`config.mk`:
```
export PLATFORM = sky130hd
export DESIGN_NAME = idiv_prep
export DESIGN_NICKNAME = d
export VERILOG_FILES = /design/src/rtl/core/idiv_pkg.sv /design/src/rtl/core/idiv_prep.sv
export SDC_FILE = /design/constraint.sdc
export NUM_CORES = 1
export LEC_CHECK = 0
export ABC_AREA = 0
export BUFFER_PORTS_ARGS = -buffer_cell sky130_fd_sc_hd__buf_2
export CORE_AREA = 2 2 126 128
export DETAILED_ROUTE_END_ITERATION = 6
export DIE_AREA = 0 0 128 130
export PLACE_DENSITY = 0.83
export SLEW_MARGIN = 0
export SYNTH_ARGS = -nofsm -noshare
export SYNTH_HDL_FRONTEND = slang
export SYNTH_SLANG_ARGS = --single-unit
```
`constraint.sdc`:
```
create_clock -name i_clk -period 5.9 [get_ports i_clk]
set_input_delay 1.77 -clock i_clk [delete_from_list [all_inputs] [get_ports i_clk]]
set_output_delay 1.77 -clock i_clk [all_outputs]
set_load 0.02 [all_outputs]
```
`src/rtl/core/idiv_pkg.sv`:
```
package idiv_pkg;

    // Width of the division itself and of the operand and result ports.
    localparam int DivW   = 64;
    localparam int FieldW = 64;

    // Number of stages from an accepted item to its result: one operand
    // stage, one stage per quotient bit and one sign fix-up stage.
    localparam int Latency = DivW + 2;

    // Everything that moves from one division stage to the next.
    typedef struct packed {
        logic            valid;
        logic [DivW-1:0] part;   // partial remainder
        logic [DivW-1:0] nq;     // dividend bits still to use, quotient bits shifted in below
        logic [DivW-1:0] den;    // divisor magnitude
        logic            neg_r;  // remainder takes a minus sign at the end
        logic            neg_q;  // quotient takes a minus sign at the end
    } t_stage;

endpackage

```
`src/rtl/core/idiv_prep.sv`:
```
module idiv_prep (
    input  logic                         i_clk,
    input  logic                         i_rst_n,
    input  logic                         i_valid,
    input  logic [idiv_pkg::FieldW-1:0]  i_dividend,
    input  logic [idiv_pkg::FieldW-1:0]  i_divisor,
    input  logic                         i_signed_mode,
    output idiv_pkg::t_stage             o_stage
);
    import idiv_pkg::*;

    logic [DivW-1:0] w_n;
    logic [DivW-1:0] w_d;
    logic            w_neg_n;
    logic            w_neg_d;
    t_stage          n_stage;
    t_stage          r_stage;

    // All bits of each operand take part; the top bit is the sign in signed mode.
    assign w_n     = i_dividend[DivW-1:0];
    assign w_d     = i_divisor[DivW-1:0];
    assign w_neg_n = i_signed_mode & w_n[DivW-1];
    assign w_neg_d = i_signed_mode & w_d[DivW-1];

    // Take magnitudes and note which signs the results get.
    always_comb begin
        n_stage.valid = i_valid;
        n_stage.part  = '0;
        n_stage.nq    = w_neg_n ? (~w_n + DivW'(1)) : w_n;
        n_stage.den   = w_neg_d ? (~w_d + DivW'(1)) : w_d;
        n_stage.neg_r = w_neg_n;
        n_stage.neg_q = w_neg_n ^ w_neg_d;
    end

    // The valid bit is reset; the payload follows it without reset.
    always_ff @(posedge i_clk) begin
        if (!i_rst_n) begin
            r_stage.valid <= 1'b0;
        end else begin
            r_stage.valid <= n_stage.valid;
        end
        r_stage.part  <= n_stage.part;
        r_stage.nq    <= n_stage.nq;
        r_stage.den   <= n_stage.den;
        r_stage.neg_r <= n_stage.neg_r;
        r_stage.neg_q <= n_stage.neg_q;
    end

    assign o_stage = r_stage;

endmodule

```
# Word level (Yosys, flattened, before mapping)
# Cells that the tools add are included.
[totals]
reg_bits = 131
out_inout_bits = 195
word_cells = 14
[classes]
n_addsub = 2
mux = 2
bitwise = 5
[op_table]
columns = ["operator", "n"]
rows = [
  ["64-bit by 1-bit adder with 64-bit output, second input constant", 2],
  ["64-bit 2-to-1 mux", 2],
  ["64-bit NOT", 2],
  ["1-bit AND", 2],
  ["1-bit XOR", 1],
]

# Logic depth before layout (Yosys ltp)
[depth]
ltp_word = 3
mapped_depth = 7

# Worst setup path after synthesis
# Ideal clock, no wire load.
[synth_timing]
path_type = "input -> register"
start = "in i_dividend[14] (netlist bit)"
end = "reg r_stage, in the netlist o_stage[112]"
setup_ns = 0.125
arrival_ns = 3.392
required_ns = 5.775
path_slack_ns = 2.383
stages = 7
path_buffers = 2
path_cell_list = "or4_1 or2_1 buf_6 nor3_1 buf_2 a31oi_1 xor2_1"
[synth_rtl]
columns = ["item", "line", "text"]
rows = [
  ["start, declared", "idiv_prep.sv:5", "input logic [idiv_pkg::FieldW-1:0] i_dividend,"],
  ["end, declared", "idiv_prep.sv:17", "t_stage r_stage;"],
]

==> flow_summary.yaml <==
final_layout:
  multi_input_area_mm2: 0.00320
  syn2layout_area_growth_pct: 31.2
  num_antenna_cells: 0
  fin_area_mm2: 0.00812
  nFillCells: 1405
  layout.nets: 1066
  largest_reg_flops: 131
  fin_util_pct: 52.6
  layout-drive-gt1-share_pct: 33.4
  instances_no_fill: 1136
  regArea_mm2: 0.00262
pwr:
  leakagePower_uw: 0.00372
  ir_drop_mv: 0.190
  power_density_mw_per_mm2: 330
sta:
  tightest_slew_ns: 1.10
  min_period_ns: 4.00
  timing.fmax_mhz: 250
  period_share_pct: 67.7
  rsz0062_at_grt: "false"
  tns_ns: 0
  hold_viol: 0
  slew_violations: 0
  slew_headroom_pct: 26.3
  finalSetupViolations: 0
clocking:
  cts.sinks: 131
  cts_buffers: 17
  cts_root_buffer: "clkbuf_16"
  post_cts_buffers: 0
  ctsHoldBuffers: 0
  cts-htree-levels: 4
  tritoncts: "done"
  post_cts_resize_count: 0
  clockBufferDepth: 2
  path_clk_slew_ns: 0.06
placement:
  placed_cell_area_mm2: 0.00744
  gp_congestion: 0.877
  numPortBuffers: 262
  dp_hpwl_um: 14900
  numPlacedInstances: 1105
grt:
  grt_max_degree: 46
  grt_usage_pct: 21.9
  grt_pass1_vias: 5395
  antenna_found_initial: 0
  grt_pass1_wl_um: 28200
  overflow: 0
routing:
  dr_total_vias: 5829
  vias_per_cell: 5.13
  post_drt_wl_per_cell_um: 16.7
  ant_nets: 0
  first_pass_iters: 5
  dr.first_iter.drc_count: 309
  drc: 0
  wirelength_um: 19000
yosys:
  synth-seq-cells: 131
  syn_area_mm2: 0.00618
  ys_warn_count: 0
  yosysTopAreaCell: "dfxtp_1"
  yosys.area.top_type_share_pct: 42.4
  synth_compound_area_share_pct: 11.3
  synth_cells: 665
  netlist_top_cells_area: "dfxtp_1 (42%), xor2_1 (12%), buf_4 (7.8%)"
  synth_top_flop_cell: "dfxtp_1"
  ys_types: 45
  synth_top_family_by_area: "simple AND/OR/NAND/NOR gates"
  synth_simple_gate_area_share_pct: 18.6
  seq_area_frac_synth_pct: 42.4
  muxShareOfSynthArea_pct: 0
  synth_xor_area_share_pct: 17.4
  async_flop_share_pct: 0
  synthAdderAreaFrac_pct: 0.405
  synth_area_per_cell_um2: 9.30
  synth_edf_count: 0
min_path:
  hold_path_class: "in -> reg"
worst_setup_path:
  crit_type: "in -> reg"
  cp.arrival_ns: 4.28
  crit_path_max_fanout: 8
  required_ns: 6.19
  max_stage_delay_ns: 0.80
  path_cells: "buf_2 > nor4_1 > nand4_1 > nor3_1 > a41oi_1 > xor2_1"
  cpMaxStageDelayCell: "nor3_1"
  endpoint_kind: "flop"
  cp-start-kind: "primary input"
die:
  ios: 327
  core_mm2: 0.0154
  die_height_um: 130
  start_util_pct: 40.1
  rows: 46
  die-area_mm2: 0.0166
  die_x_um: 128
run:
  cap_violations: 0
outcome:
  outcome: "complete, no violations"
==> layout by cell type (no fill, tap or decap), types with 3 or more instances in the layout <==
cell type / instances
xnor2_1: 40
o31ai_2: 4
a41oi_1: 9
clkbuf_16: 17
dfxtp_1: 131
or4_1: 8
buf_2: 262
and2_1: 6
nor4_1: 32
xor2_1: 83
nor3_2: 4
nand4_1: 7
buf_4: 3
o21ai_0: 14
o31ai_1: 7
nor4_2: 4
nand3_1: 7
clkinvlp_4: 3
a31oi_1: 30
a21oi_1: 36
bufinv_16: 6
conb_1: 64
inv_1: 14
nand2_1: 28
nor2_1: 56
nor3_1: 27
or3_1: 7
o41ai_1: 5
==> synthesized netlist by cell type (13+ instances only) <==
| master | instances |
|---|---|
| a21oi_1 | 36 |
| a31oi_1 | 30 |
| buf_4 | 64 |
| clkbuf_1 | 13 |
| dfxtp_1 | 131 |
| inv_1 | 14 |
| nand2_1 | 28 |
| nor2_1 | 56 |
| nor3_1 | 27 |
| nor4_1 | 32 |
| o21ai_0 | 14 |
| xnor2_1 | 40 |
| xor2_1 | 83 |
==> kinds of logic after synthesis <==
kind of cell               Yosys count
adders and majority gates            2
DFF                                131
and+or+nand+nor                    206
other                                1
buffers and inverters               94
AOI/OAI and AO/OA                  108
xor gates and xnor gates           123
==> critical path, delay by kind of cell <==
kind | cells | cell delay (ns)
AO/OA/AOI/OAI | 1 | 0.27
buffers and inverters | 1 | 0.12
XOR/XNOR | 1 | 0.20
AND/OR/NAND/NOR | 3 | 1.91
==> routing by layer <==
| layer | vias up | part of all wire (%) | track usage [%] | routed length, um |
|---|---|---|---|---|
| met5 | - | 0 | 0 | 0 |
| met4 | 0 | 3.4 | 10.6 | 645 |
| met3 | 61 | 8.4 | 6.60 | 1590 |
| met2 | 348 | 52 | 40.1 | 9860 |
| met1 | 2665 | 36 | 22.9 | 6870 |
| li1 | 2755 | - | - | - |
==> final cells by class <==
type | instances | share of cell area (%)
timing repair buffer | 265 | 16.4
clock buffer | 19 | 5.46
multi-input combinational | 503 | 39.4
clock inverter | 12 | 2.82
inverter | 14 | 0.647
sequential | 131 | 32.3
tap | 192 | 2.96
==> where the power goes <==
part           leakage [uW]  internal, uW  switching (uW)
logic               0.00230           157             322
registers           0.00110           978            24.2
clock network      0.000316           804             391
==> through the flow <==
stage,setup WS (ns),hold slack [ns],power [uW]
final,1.90,1.49,2680
after floorplan,2.38,1.80,1320
after CTS,1.92,1.47,2690
after detailed placement,1.49,1.90,1500
after global placement,1.43,1.90,1490
after global routing,1.71,1.48,2770
==> worst paths after layout <==
| kind | end | startpoint | depth (start not counted) |
|---|---|---|---|
| setup / recovery | o_stage[53] | i_divisor[10] | 6 |
| hold / removal | o_stage[2] | i_divisor[0] | 1 |
No activity file was read; power rests on OpenSTA's default activity.
