### config.mk
export PLATFORM = sky130hd
export DESIGN_NAME = idiv_fix
export DESIGN_NICKNAME = d
export VERILOG_FILES = /design/src/rtl/core/idiv_pkg.sv /design/src/rtl/core/idiv_fix.sv
export SDC_FILE = /design/constraint.sdc
export NUM_CORES = 1
export LEC_CHECK = 0
export BUFFER_PORTS_ARGS = -buffer_cell sky130_fd_sc_hd__clkbuf_2
export CORE_AREA = 2 2 152 154
export DETAILED_ROUTE_END_ITERATION = 6
export DIE_AREA = 0 0 154 156
export PLACE_DENSITY = 0.46
export SLEW_MARGIN = 10
export SYNTH_ARGS = -nofsm -noshare
export SYNTH_HDL_FRONTEND = slang
export SYNTH_SLANG_ARGS = --single-unit
### constraint.sdc
create_clock -name i_clk -period 2.9 [get_ports i_clk]
set_clock_uncertainty 0.1 [all_clocks]
set_input_delay 0.29 -clock i_clk [delete_from_list [all_inputs] [get_ports i_clk]]
set_output_delay 0.29 -clock i_clk [all_outputs]
set_load 0.005 [all_outputs]
### src/rtl/core/idiv_pkg.sv
package idiv_pkg;

    // Width of the division itself and of the operand and result ports.
    localparam int DivW   = 64;
    localparam int FieldW = 64;

    // Number of stages from an accepted item to its result: one operand
    // stage, one stage per quotient bit and one sign fix-up stage.
    localparam int Latency = DivW + 2;

    // Everything that moves from one division stage to the next.
    typedef struct packed {
        logic            valid;
        logic [DivW-1:0] part;   // partial remainder
        logic [DivW-1:0] nq;     // dividend bits still to use, quotient bits shifted in below
        logic [DivW-1:0] den;    // divisor magnitude
        logic            neg_r;  // remainder takes a minus sign at the end
        logic            neg_q;  // quotient takes a minus sign at the end
    } t_stage;

endpackage

### src/rtl/core/idiv_fix.sv
module idiv_fix (
    input  logic                         i_clk,
    input  logic                         i_rst_n,
    input  idiv_pkg::t_stage             i_stage,
    output logic                         o_done,
    output logic [idiv_pkg::FieldW-1:0]  o_quotient,
    output logic [idiv_pkg::FieldW-1:0]  o_remainder
);
    import idiv_pkg::*;

    logic [DivW-1:0] n_quo;
    logic [DivW-1:0] n_rem;
    logic [DivW-1:0] r_quo;
    logic [DivW-1:0] r_rem;
    logic            r_done;

    // Apply the signs; everything wraps at the division width.
    assign n_quo = i_stage.neg_q ? (~i_stage.nq + DivW'(1)) : i_stage.nq;
    assign n_rem = i_stage.neg_r ? (~i_stage.part + DivW'(1)) : i_stage.part;

    always_ff @(posedge i_clk) begin
        if (!i_rst_n) begin
            r_done <= 1'b0;
        end else begin
            r_done <= i_stage.valid;
        end
        r_quo <= n_quo;
        r_rem <= n_rem;
    end

    // Bits above the division width read as zero.
    assign o_done      = r_done;
    assign o_quotient  = FieldW'(r_quo);
    assign o_remainder = FieldW'(r_rem);

endmodule

; After elaboration in Yosys (flattened, before gate mapping)
; Cells that the tools add are included.
[totals]
reg_bits = 129
input_bits = 197
wordCells = 9
output_inout_bits = 129
[op_classes]
n_bitwise = 2
n_mux = 2
addsub = 2
[op_table]
columns = operator, n
row1 = adder 64 x 1 -> 64 bit (second input constant), 2
row2 = two-way mux 64 bit, 2
row3 = NOT 64 bit, 2

; Depth between registers and ports, before layout
[logic_depth]
word_depth = 3
mapped_depth = 8
depth_no_buf = 7

; Worst setup path after synthesis
; OpenSTA, ideal clock, no wires.
[synth_timing]
path_type = input to register
startpoint = input i_stage[131] in the netlist's numbering
endpoint = register r_rem[60], in the netlist o_remainder[60]
path_stages = 7
path_buffers = 0
required_ns = 2.728
setup_slack_ns = 0.433
arrival_time_ns = 2.295
setup_time_ns = 0.072
cell_sequence = inv_1 -> ha_1 -> or4b_1 -> or4_4 -> or4_4 -> o41ai_2 -> xnor2_1
[synth_between]
elab_chain_cells = 3
[synth_rtl]
columns = item, line_no
row1 = from (decl), idiv_fix.sv:4  ; input idiv_pkg::t_stage i_stage,
row2 = NOT 64 bit, idiv_fix.sv:19  ; assign n_rem = i_stage.neg_r ? (~i_stage.part + DivW'(1)) : i_stage.part;
row3 = adder 64 x 1 -> 64 bit, idiv_fix.sv:19
row4 = two-way mux 64 bit, idiv_fix.sv:19
row5 = via n_rem[60], idiv_fix.sv:12  ; logic [DivW-1:0] n_rem;
row6 = to (signal assigned), idiv_fix.sv:28  ; r_rem <= n_rem;
row7 = to (decl), idiv_fix.sv:14  ; logic [DivW-1:0] r_rem;
; The timed path passes the listed nets, and every way through them passes these cells.
; A chain may end at the register's enable or synchronous reset.

; Worst setup path in the final report
[layout_timing]
startpoint = input i_stage[144] in the netlist's numbering
endpoint = register r_rem[60], in the netlist o_remainder[60]
; The elaborated chain is that of the path after synthesis.

==> flow_summary_export.csv <==
group,metric,value,unit
timing,worstMarginPinSlew,0.723,ns
critical_path,crit_required,3.14,ns
die,io_pins,326,
global_routing,grt-ovfl-total,0,
finish,diodes,0,
clocking,cts_made_buffers,17,
placed_design,hpwl,15.2,mm
critical_path,cp_slowest_stage_delay,0.61,ns
pwr,ir_worst_vdd,321,uV
critical_path,critical_path_class,"input port to flop",
logic_synthesis,yosysSeqAreaShare,0.469,
min_path,min_path_type,"input port to flop",
timing,fin_crit_sh,0.983,
route,ant_nets,0,
logic_synthesis,yosysTopAreaCell,"dfxtp_1",
finish,fin_nets,1112,
critical_path,crit_path_start_kind,"input port",
critical_path,path_cells,"dlygate4sd3_1 > clkbuf_2 > or4_1 > or4_4 > or4_4 > o41ai_2 > xnor2_1",
clocking,path_clk_slew,0.06,ns
flow_run,maxCapViolCount,0,
timing,final.setup.worst_slack,0.0484,ns
timing,hold_viol,0,
route,drc_errors,0,
clocking,cts_tree,"built",
timing,period_needed,2.85,ns
clocking,clockRootBuffer,"clkbuf_16",
critical_path,crit_top_cell,"or4_4",
finish,layout-drive-gt1-share,0.352,
critical_path,cp_slowest_cell,"or4_4",
logic_synthesis,syn_inst,557,
route,drtPass1Iterations,4,
placed_design,gp_congestion,0.790,
die,die_y,156,um
die,core_area,22400,um^2
route,initialDrtViolationCount,202,
global_routing,grt_util_all_layers,0.159,
die,die_w,154,um
global_routing,antenna_found_initial,0,
logic_synthesis,synth_area,5510,um^2
global_routing,grt_pass1_vias,5515,
timing,setup_viol,0,
global_routing,grt_pass1_wl,29.6,mm
die,rows,55,
route,vias_per_cell,4.57,
min_path,min_to,"o_quotient[23]",
timing,grt_setup_unrepaired,"false",
timing,setup_tns,0,ns
timing,max_freq,351,MHz
min_path,min_path_cells,2,
critical_path,cp_max_fo,6,
placed_design,place_ws,0.0980,ns
logic_synthesis,synth_async_sr_flop_share,0,
timing,slew_violations,0,
die,start_util,0.246,
placed_design,numPortBuffers,261,
finish,area_delta_synth_final,55.8,%
logic_synthesis,syn_nets,756,
outcome,run_status,"complete, no violations",
logic_synthesis,yosysTopAreaCellShare,0.469,
route,drt_wl_total,19.4,mm
clocking,cts_sinks,129,
critical_path,worstPathArrival,3.09,ns
route,post_drt_wl_per_cell,16.1,um
logic_synthesis,synth-edff-count,0,
pwr,power_density,574,nW/um^2
logic_synthesis,yosys_register_bits,129,
clocking,cts_max_path_buffers,2,
pwr,leakage,3.51,nW
clocking,h-tree-depth,4,
critical_path,endpoint_kind,"flop",
die,die-area,24000,um^2
logic_synthesis,ys_warn_count,0,
global_routing,grt_max_degree,65,
timing,slew_headroom,0.518,
route,via_count,5535,
logic_synthesis,synth_flop_cell,"dfxtp_1",
logic_synthesis,avgSynthCellArea,9.89,um^2
min_path,min_from,"i_stage[89]",
logic_synthesis,netlist_top_cells_area,"dfxtp_1 47%, xnor2_1 20%, o31ai_1 5.4%",
logic_synthesis,ys_types,29,
[Yosys cell counts, types with 2 or more instances]
master,count
nand3_1,10
nand4_1,8
nor4_1,14
nor3_1,12
buf_1,2
nand2_1,44
nand2b_1,7
nor2_1,15
dfxtp_1,129
o21ai_0,35
o41ai_1,20
o41ai_2,3
or2_2,7
or4_1,27
clkbuf_1,16
or4_4,3
nor4_2,2
or3_1,25
xnor2_1,124
ha_1,2
inv_1,4
o31ai_1,40
o21ai_1,2
[final cells by class]
cell class	instances	area (um^2)
Fill cell	2320	13800
Multi-Input combinational cell	406	2850
Sequential cell	129	2580
Timing Repair Buffer	355	2200
Clock buffer	22	474
Tap cell	285	357
Clock inverter	9	108
Inverter	4	15.0
[logic make-up (layout without fill, tap and decap cells)]
| group | count (synthesis) | count (layout) | share of synthesized area |
|---|---|---|---|
| AND/OR/NAND/NOR | 180 | 180 | 0.186 |
| buffers and inverters | 22 | 390 | 0.0150 |
| adder cells (fa/ha/maj) | 2 | 2 | 0.00454 |
| XOR/XNOR | 124 | 124 | 0.197 |
| flip-flops | 129 | 129 | 0.469 |
| AO/OA/AOI/OAI | 100 | 100 | 0.129 |
[worst max-delay path, delay by kind of cell]
family	cells	cell delay (ns)
buffers and inverters	2	0.69
AND/OR/NAND/NOR	3	1.64
AO/OA/AOI/OAI	1	0.31
XOR/XNOR	1	0.15
[worst max-delay path by stage]
stage	endpoint	slack [ns]	startpoint
CTS	o_remainder[60]	0.06	i_stage[144]
global route	o_remainder[60]	0.02	i_stage[144]
finish	o_remainder[60]	0.05	i_stage[144]
floorplan	o_remainder[60]	0.43	i_stage[131]
detailed placement	o_remainder[60]	0.1	i_stage[130]
global placement	o_remainder[60]	0.11	i_stage[130]
[where the power goes]
group | total, mW | internal, mW | leakage [nW] | switching (mW)
clock | 2.14 | 1.33 | 0.282 | 0.810
combinational | 0.773 | 0.407 | 2.14 | 0.366
sequential | 2.02 | 1.96 | 1.09 | 0.0529
total | 4.93 | 3.70 | 3.51 | 1.23
[through the flow]
step | total power, mW | util | area, um^2 | cells | hold slack, ns
final | 4.93 | 0.384 | 8590 | 1210 | 0.0205
after global routing | 5.16 | 0.384 | 8590 | 1210 | 0.00479
after CTS | 5.00 | 0.383 | 8570 | 1209 | 0.000345
after detailed placement | 2.75 | 0.324 | 7250 | 1104 | 0.338
after global placement | 2.75 | 0.324 | 7250 | 1104 | 0.339
after floorplan | 2.33 | - | 5510 | 557 | 0.218
[layer usage]
layer  track usage  vias up  wire length (um)  part of all wire
li1              -     2744                 -                 -
met1         0.178     2527              8050              0.41
met2         0.276      242              9300              0.48
met3        0.0631       22              1700             0.087
met4        0.0521        0               371             0.019
met5             0        -                 0                 0
[sequential cells by signal (all words and copies together) (netlist names)]
| name | count |
|---|---|
| o_quotient | 64 |
| o_done | 1 |
| o_remainder | 64 |
[repair_timing]
action | in CTS | in global routing
hold endpoints to repair | 73 | 1
buffers inserted | 0 | 0
setup endpoints to repair | 0 | 1
hold buffers | 74 | 1
resized for setup | 0 | 1
[cells in the final DEF (no fill, tap or decap), types with 3 or more instances in the layout]
master,n
clkbuf_2,261
dfxtp_1,129
xnor2_1,124
dlygate4sd3_1,75
nand2_1,44
o31ai_1,40
o21ai_0,35
or4_1,27
or3_1,25
o41ai_1,20
buf_4,19
clkbuf_16,17
nor2_1,15
nor4_1,13
nor3_1,12
nand3_1,10
nand4_1,8
or2_2,7
nand2b_1,7
inv_1,4
or4_4,3
nor4_2,3
o41ai_2,3
clkinv_2,3
clkbuf_8,3
(Power assumes the default switching activity.)
