==> config.mk <==
export PLATFORM = sky130hd
export DESIGN_NAME = idiv_step
export DESIGN_NICKNAME = d
export VERILOG_FILES = /design/src/rtl/core/idiv_pkg.sv /design/src/rtl/core/idiv_step.sv
export SDC_FILE = /design/constraint.sdc
export NUM_CORES = 1
export LEC_CHECK = 0
export BUFFER_PORTS_ARGS = -buffer_cell sky130_fd_sc_hd__buf_2
export CELL_PAD_IN_SITES_DETAIL_PLACEMENT = 0
export CELL_PAD_IN_SITES_GLOBAL_PLACEMENT = 1
export CORE_MARGIN = 2
export CORE_UTILIZATION = 32
export CTS_BUF_LIST = sky130_fd_sc_hd__clkbuf_8
export DETAILED_ROUTE_END_ITERATION = 12
export PLACE_DENSITY = 0.75
export SKIP_LAST_GASP = 1
export SLEW_MARGIN = 20
export SYNTH_ARGS = -nofsm -noshare
export SYNTH_HDL_FRONTEND = slang
export SYNTH_SLANG_ARGS = --single-unit
==> constraint.sdc <==
create_clock -name i_clk -period 2.8 [get_ports i_clk]
set_input_delay 0.14 -clock i_clk [delete_from_list [all_inputs] [get_ports i_clk]]
set_output_delay 0.14 -clock i_clk [all_outputs]
set_load 0.02 [all_outputs]
==> src/rtl/core/idiv_pkg.sv <==
package idiv_pkg;

    // Width of the division itself and of the operand and result ports.
    localparam int DivW   = 64;
    localparam int FieldW = 64;

    // Number of stages from an accepted item to its result: one operand
    // stage, one stage per quotient bit and one sign fix-up stage.
    localparam int Latency = DivW + 2;

    // Everything that moves from one division stage to the next.
    typedef struct packed {
        logic            valid;
        logic [DivW-1:0] part;   // partial remainder
        logic [DivW-1:0] nq;     // dividend bits still to use, quotient bits shifted in below
        logic [DivW-1:0] den;    // divisor magnitude
        logic            neg_r;  // remainder takes a minus sign at the end
        logic            neg_q;  // quotient takes a minus sign at the end
    } t_stage;

endpackage

==> src/rtl/core/idiv_step.sv <==
module idiv_step (
    input  logic             i_clk,
    input  logic             i_rst_n,
    input  idiv_pkg::t_stage i_stage,
    output idiv_pkg::t_stage o_stage
);
    import idiv_pkg::*;

    logic            w_carry;
    logic [DivW-1:0] w_shift;
    logic [DivW:0]   w_diff;
    logic            w_take;
    t_stage          n_stage;
    t_stage          r_stage;

    // Shift the next dividend bit into the partial remainder. The bit that
    // falls off the top is kept, so the trial subtraction is one bit wider.
    assign w_carry = i_stage.part[DivW-1];
    assign w_shift = {i_stage.part[DivW-2:0], i_stage.nq[DivW-1]};
    assign w_diff  = {w_carry, w_shift} - {1'b0, i_stage.den};
    assign w_take  = ~w_diff[DivW];

    // Keep the difference when it did not borrow and record a quotient bit.
    always_comb begin
        n_stage       = i_stage;
        n_stage.part  = w_take ? w_diff[DivW-1:0] : w_shift;
        n_stage.nq    = {i_stage.nq[DivW-2:0], w_take};
    end

    always_ff @(posedge i_clk) begin
        if (!i_rst_n) begin
            r_stage.valid <= 1'b0;
        end else begin
            r_stage.valid <= n_stage.valid;
        end
        r_stage.part  <= n_stage.part;
        r_stage.nq    <= n_stage.nq;
        r_stage.den   <= n_stage.den;
        r_stage.neg_r <= n_stage.neg_r;
        r_stage.neg_q <= n_stage.neg_q;
    end

    assign o_stage = r_stage;

endmodule

# After elaboration in Yosys (flattened, before gate mapping)
# Cells that the tools add are included.
# Widths: inputs -> output; s select.
# word_totals
reg_bits	195
output_inout_bits	195
elab_cells	9
# classes
n_addsub	1
mux	1
n_bitwise	1
# ops
cell	count
$sub 65x64->65	1
$mux 64	1
$not 1->1	1

# Logic depth before layout (Yosys ltp)
# Gate-level depths: netlist (run 1).
# depth
depth_word	2
ltp_mapped	14
depth_no_buf	13

# Worst setup path before layout (run 1)
# Ideal clock, no wire load.
# synth_timing
path_kind	input -> register
startpoint	input i_stage[28] (netlist name)
endpoint	register r_stage (netlist bit o_stage[189])
arrival_ns	2.910
path_slack_ns	-0.234
cell_stages	10
path_buffers	0
cell_sequence	inv_1 > ha_1 > a21o_1 > or4b_1 > or4b_4 > a311o_1 > a211oi_2 > o21ai_1 > mux2i_1 > mux2_1
# synth_lines
element	line_no	source
start: declaration	idiv_step.sv:4	input idiv_pkg::t_stage i_stage,
end: declaration	idiv_step.sv:14	t_stage r_stage;

==> out/qor.csv, run 1 <==
stage,metric,value,unit
run_status,status,completed,
job,maxCapViolations,0,
global_routing,grt_max_degree,24,
layout,nets,1922,
timing,rsz0062_at_grt,false,
clock_network,cts_buffers,17,
drt,drtIter0Drc,422,
synth,synth.distinct_cells,71,
placement,dpl.hpwl,23600,microns
drt,drc,0,
floorplan,core,27600,sq um
synth,syn_nets,1200,
layout,largest_reg_flops,195,
layout,ff_latch_area,3900,sq um
setup_path,critPathMaxFanout,5,
timing,setup_viol,0,
min_path,worstHoldPathCells,4,
global_routing,grt_pass1_vias,9508,
synth,synthSimpleGateAreaFrac,11.3,%
synth,yosysMostFrequentCell,dfxtp_1,
synth,synth_top_family_by_area,compound AO/OA/AOI/OAI gates,
clock_network,root_buffer,clkbuf_8,
timing,fmax,372,MHz
synth,synthAdderAreaFrac,9.17,%
clock_network,clk_path_buf_depth,2,
setup_path,crit_required,3200,ps
drt,viasPerCell,4.58,
power_and_ir_drop,power_density,530,nW/um^2
timing,worst_slew_margin_rel,65.0,%
drt,ant_nets,0,
min_path,whs_endpoint,o_stage[192],
synth,synthTopCellsByCount,"195 x dfxtp_1, 87 x inv_1, 78 x a21oi_1",
drt,wl_per_cell,15.3,microns
setup_path,slowest_stage,or4b_1,
synth,muxShareOfSynthArea,7.89,%
global_routing,grt_pass1_wl,47800,microns
timing,timing_hold_violations_final,0,
synth,synth.avg_cell_area,9.54,sq um
setup_path,path_class,input port to flop,
placement,pre_cts_ws,-511,ps
drt,drt-pass1-iter-count,5,
synth,ys_top_cells_by_area,"dfxtp_1 44%, ha_1 8.9%, mux2_1 6.0%",
floorplan,pin_count,392,
power_and_ir_drop,p_leak,7.41,nW
timing,tightest_slew,520,ps
synth,synth_compound_area_share,17.2,%
floorplan,initial_utilization,32.4,%
timing,finalWorstSetupSlack,115,ps
setup_path,end_kind,flop,
clock_network,htree_levels,4,
drt,vias,9392,
global_routing,track_usage,20.5,%
setup_path,cpPeakStageDelay,530,ps
synth,netlist.area_leader.share,43.6,%
clock_network,clock-sinks,195,
layout,multi_input_area,4750,sq um
layout,layout-drive-gt1-share,36.6,%
synth,synth_edf_count,0,
synth,synth-xor-area-share,5.58,%
timing,fin_crit,2690,ps
synth,synth_top_cell_by_area,dfxtp_1,
floorplan,die_h,171,microns
floorplan,dieArea,29300,sq um
timing,tns,0,ps
clock_network,clk_pin_slew,130,ps
floorplan,fp.dieW,171,microns
power_and_ir_drop,vdd_ir_drop_max,298,uV
synth,ys_async_sr_fraction,0,%
setup_path,critical_path.top_delay_family,simple AND/OR/NAND/NOR gates,
synth,yosysSeqAreaShare,43.6,%
synth,syn_area,8950,sq um
global_routing,grt_overflow,0,
synth,yosys_warnings,0,
min_path,hold_class,input port to flop,
synth,synth-seq-cells,195,
setup_path,crit_arrival,3090,ps
timing,slew_violations,0,
floorplan,rows,61,
setup_path,crit_buf_inv,2,
layout,area_growth,67.6,%
setup_path,cp_cell_sequence,buf_2 > inv_12 > ha_4 > a21oi_2 > nor2_1 > or4b_1 > or4b_4 > a311o_1 > a211oi_4 > o21ai_2 > mux2i_1 > mux2_1,
global_routing,antenna_found_initial,3,
timing,final.period_utilization,95.9,%
synth,synth_ff_type,dfxtp_1,
synth,synthCells,938,
placement,io_buffers,391,
setup_path,cp-start-kind,input port,
layout,nFillCells,2563,
drt,finalWirelength,31400,microns
clock_network,cts_tree,yes,
placement,gp_congestion,0.889,
min_path,min_from,i_stage[191],
where the power goes:
part	internal [W]	switching, W	total [W]
Combinational	0.00135	0.00153	0.00288
Sequential	0.00310	0.0000837	0.00319
Clock	0.000689	0.00120	0.00189
Total	0.00514	0.00281	0.00795
per-layer routing:
layer	share of wire, %	global-route usage [%]
met5	0.083	0
met4	0.95	4.64
met3	5.9	3.98
met2	50	36.9
met1	43	25.3
how the worst max path moves through the flow:
stage	from	endpoint	slack, ps	depth (start not counted)
global placement	i_stage[11]	o_stage[184]	-430	15
detailed placement	i_stage[129]	o_stage[171]	-510	15
CTS	i_stage[26]	o_stage[171]	20	14
finish	i_stage[26]	o_stage[189]	110	12
floorplan	i_stage[26]	o_stage[189]	-50	11
global route	i_stage[26]	o_stage[193]	3	12
cell usage in the layout, fill, tap and decap left out, types with 7 or more instances in the layout:
| master | netlist | layout |
|---|---|---|
| nand2b_1 | 8 | 8 |
| mux2_2 | 8 | 7 |
| buf_2 | 6 | 391 |
| nand4_1 | 22 | 22 |
| clkbuf_8 | 0 | 17 |
| nand2_1 | 62 | 62 |
| xor2_1 | 23 | 23 |
| o21bai_1 | 15 | 15 |
| a31oi_1 | 8 | 8 |
| buf_4 | 1 | 144 |
| nor2b_1 | 11 | 11 |
| o21ai_0 | 19 | 18 |
| dlygate4sd3_1 | 0 | 196 |
| a21oi_1 | 78 | 75 |
| xnor2_1 | 34 | 34 |
| o21ai_1 | 17 | 16 |
| dfxtp_1 | 195 | 195 |
| ha_1 | 64 | 57 |
| nand3_1 | 10 | 10 |
| nor2_1 | 42 | 42 |
| inv_1 | 87 | 85 |
| mux2_1 | 48 | 48 |
| ha_4 | 0 | 7 |
| nor3_1 | 8 | 8 |
| a21o_1 | 32 | 32 |
| and3_1 | 9 | 9 |
timing repair:
action	in CTS	in global routing
hold buffers	196	0
setup buffers	0	2
endpoints found under the hold margin	193	0
setup endpoints to repair	0	57
gates resized for setup	0	15
area by class of cell:
cell class	instances	share of cell area, %
Timing Repair Buffer	736	34.0
Multi-Input combinational cell	622	31.7
Sequential cell	195	26.0
Tap cell	378	3.15
Inverter	88	2.35
Clock buffer	17	1.56
Clock inverter	15	1.21
Antenna cell	1	0.0167
through the flow:
| stage | instances | hold WS, ps | utilization [%] | instance area, sq um | total power, W |
|---|---|---|---|---|---|
| 2_1_floorplan | 938 | 168 | - | 9110 | 0.00478 |
| 5_1_grt | 2051 | 88.2 | 54.3 | 15000 | 0.00841 |
| 3_5_place_dp | 1819 | 244 | 45.2 | 12500 | 0.00584 |
| 3_3_place_gp | 1819 | 242 | 45.2 | 12500 | 0.00583 |
| 6_report | 2052 | 72.6 | 54.3 | 15000 | 0.00795 |
| 4_1_cts | 2047 | 30.3 | 53.8 | 14900 | 0.00797 |
cell families after synthesis:
| group | Yosys count |
|---|---|
| fa+ha+maj | 65 |
| compound gates | 236 |
| xor+xnor | 57 |
| buf+inv | 121 |
| flops | 195 |
| mux | 63 |
| simple gates | 201 |
Note: power is estimated with default switching activity, not from simulation.
==> run 2, diff against run 1 <==
CORE_UTILIZATION = 36   (was 32)
PLACE_DENSITY = 0.8   (was 0.75)
SKIP_LAST_GASP = unset   (was 1)
clock period = 2.7 ns   (was 2.8 ns; I/O delays follow)
==> run 2 against run 1 <==
The run now ends with negative setup slack left. Hold slack worse by 50 ps. Power rose by 6.6%. Sequential share of layout area is 0.71 points lower. Sequential power is 4% higher. Via count increased by 1.5%. Die area fell by 11%. Count of clock-buffer cells in the layout did not move. Non-clock buffer count rose by 21. Wire length increased by 3.7%. Flip-flop and latch count stayed put. Cell count shrank 1.5%. Largest cell class unchanged. Highest routed layer unchanged.
==> out/qor.csv, run 2 (synthesis results as in run 1) <==
stage,metric,value,unit
drt,drt-pass1-iter-count,5,
job,maxCapViolations,0,
floorplan,initial_utilization,36.7,%
power_and_ir_drop,p_comb_share,37.5,%
placement,gp_congestion,0.914,
clock_network,clk_path_buf_depth,2,
min_path,whs_endpoint,o_stage[130],
drt,finalWirelength,32500,microns
run_status,status,finished with violations,
layout,layout_commonest_cell,buf_2,
global_routing,track_usage,23.5,%
floorplan,rows,57,
run_status,violations,negative setup slack,
drt,ant_nets,0,
floorplan,dieArea,26100,sq um
drt,vias,9536,
timing,setup_viol,2,
clock_network,clk_pin_slew,120,ps
setup_path,critical_path.top_delay_family,simple AND/OR/NAND/NOR gates,
setup_path,cp-start-kind,input port,
setup_path,critPathMaxFanout,4,
floorplan,pin_count,392,
placement,dpl.hpwl,23800,microns
placement,io_buffers,391,
power_and_ir_drop,p_switching,0.00296,W
timing,fmax,368,MHz
drt,viasPerCell,4.72,
clock_network,cts_tree,yes,
global_routing,grt_max_degree,21,
layout,layout-drive-gt1-share,39.7,%
setup_path,slowest_stage,or4b_4,
setup_path,cp_cell_sequence,buf_6 > ha_4 > a21oi_4 > nor2_2 > or4b_4 > or4b_4 > a311o_1 > a211oi_2 > o21ai_2 > xor2_1 > mux2_4,
drt,drtIter0Drc,539,
setup_path,critPathMostFrequentCell,or4b_4,
setup_path,end_kind,flop,
power_and_ir_drop,seqPwrFrac,39.1,%
power_and_ir_drop,internal_power,0.00552,W
timing,timing_hold_violations_final,0,
timing,worst_slew_margin_rel,60.1,%
drt,drc,0,
clock_network,clock-sinks,195,
timing,final.period_utilization,101,%
global_routing,grt_pass1_vias,9687,
placement,pre_cts_ws,-548,ps
power_and_ir_drop,vdd_ir_drop_max,482,uV
timing,finalWorstSetupSlack,-21.0,ps
power_and_ir_drop,power_density,550,nW/um^2
floorplan,fp.dieW,162,microns
layout,largest_reg_flops,195,
layout,final_cells,2021,
global_routing,grt_pass1_wl,48900,microns
power_and_ir_drop,p_leak,7.59,nW
timing,tightest_slew,593,ps
floorplan,die_h,162,microns
min_path,min_from,i_stage[129],
clock_network,root_buffer,clkbuf_8,
setup_path,crit_buf_inv,1,
power_and_ir_drop,swShare,34.9,%
timing,fin_crit,2720,ps
setup_path,crit_arrival,3090,ps
power_and_ir_drop,clockPowerShare,23.4,%
setup_path,crit_required,3070,ps
global_routing,antenna_found_initial,4,
layout,nets,1943,
clock_network,htree_levels,4,
timing,slew_violations,0,
drt,wl_per_cell,16.1,microns
floorplan,core,24400,sq um
setup_path,cpPeakStageDelay,580,ps
setup_path,path_class,input port to flop,
timing,rsz0062_at_grt,true,
layout,mostFrequentLayoutCells,"382 x buf_2, 195 x dfxtp_1, 191 x dlygate4sd3_1, 170 x buf_4, 80 x inv_1",
min_path,hold_class,input port to flop,
layout,area_growth,72.3,%
global_routing,grt_overflow,0,
clock_network,cts_buffers,17,
placement,numPlacedInstances,1784,
power_and_ir_drop,total_power,0.00848,W
min_path,worstHoldPathCells,4,
[run 2: cell types whose count changed in the layout (fill, tap and decap cells not counted), sizes merged]
cell / delta
buf: +24
dlygate4sd3: -5
clkinv: -2
diode: +2
bufinv: +1
clkbuf: +1
clkinvlp: +1
dlymetal6s4s: +1
[run 2: per-layer routing]
metal	GRT usage, %	wire, microns	share of wire [%]
met4	5.79	584	1.8
met5	0	13	0.040
met2	41.7	15900	49
met3	4.93	1920	5.9
met1	29.1	14100	43
[run 2: power groups by stage]
stage / Combinational, W / Sequential, W / Clock [W]
floorplan: 0.00115 / 0.00382 / 0
global placement: 0.00272 / 0.00337 / 0
detailed placement: 0.00274 / 0.00338 / 0
CTS: 0.00298 / 0.00332 / 0.00206
global route: 0.00343 / 0.00335 / 0.00213
finish: 0.00318 / 0.00332 / 0.00198
[run 2: worst max-delay path by stage]
| stage | start | to | slack, ps | cells past startpoint |
|---|---|---|---|---|
| finish | i_stage[153] | o_stage[181] | -20 | 11 |
| global route | i_stage[22] | o_stage[181] | -70 | 12 |
| floorplan | i_stage[26] | o_stage[189] | -150 | 11 |
| global placement | i_stage[26] | o_stage[189] | -480 | 12 |
| detailed placement | i_stage[26] | o_stage[189] | -550 | 12 |
| CTS | i_stage[171] | o_stage[172] | 3 | 14 |
[run 2: per-stage QoR]
step | TNS (ps) | instance area [sq um] | util, % | hold slack (ps)
final | -24.7 | 15400 | 63.2 | 22.8
after global routing | -191 | 15400 | 63.2 | 24.1
after CTS | 0 | 14900 | 61.2 | 7.78
after detailed placement | -23500 | 12600 | 51.7 | 239
after global placement | -21540 | 12600 | 51.7 | 237
after floorplan | -1620 | 9140 | - | 163
[run 2: tightest hold or removal path, delay by kind of cell]
family / cells / cell delay [ps]
multiplexers: 1 / 60
buffers and inverters: 3 / 270
[run 2: layout make-up]
class                      instances  area (sq um)
fill                            2097          8970
sequential                       195          3900
timing repair buffer             757          5360
inverter                          88           358
clock buffer                      17           234
clock inverter                    15           171
tap                              324           405
multi-input combinational        622          4980
antenna                            3          7.51
[run 2: what timing repair did]
| item | CTS | global route |
|---|---|---|
| endpoints found under the setup margin | 3 | 59 |
| hold buffers | 191 | 1 |
| resized for setup | 1 | 75 |
| hold endpoints to repair | 190 | 1 |
| pin swaps | 1 | 29 |
| cloned | 0 | 3 |
| buffers inserted | 0 | 12 |
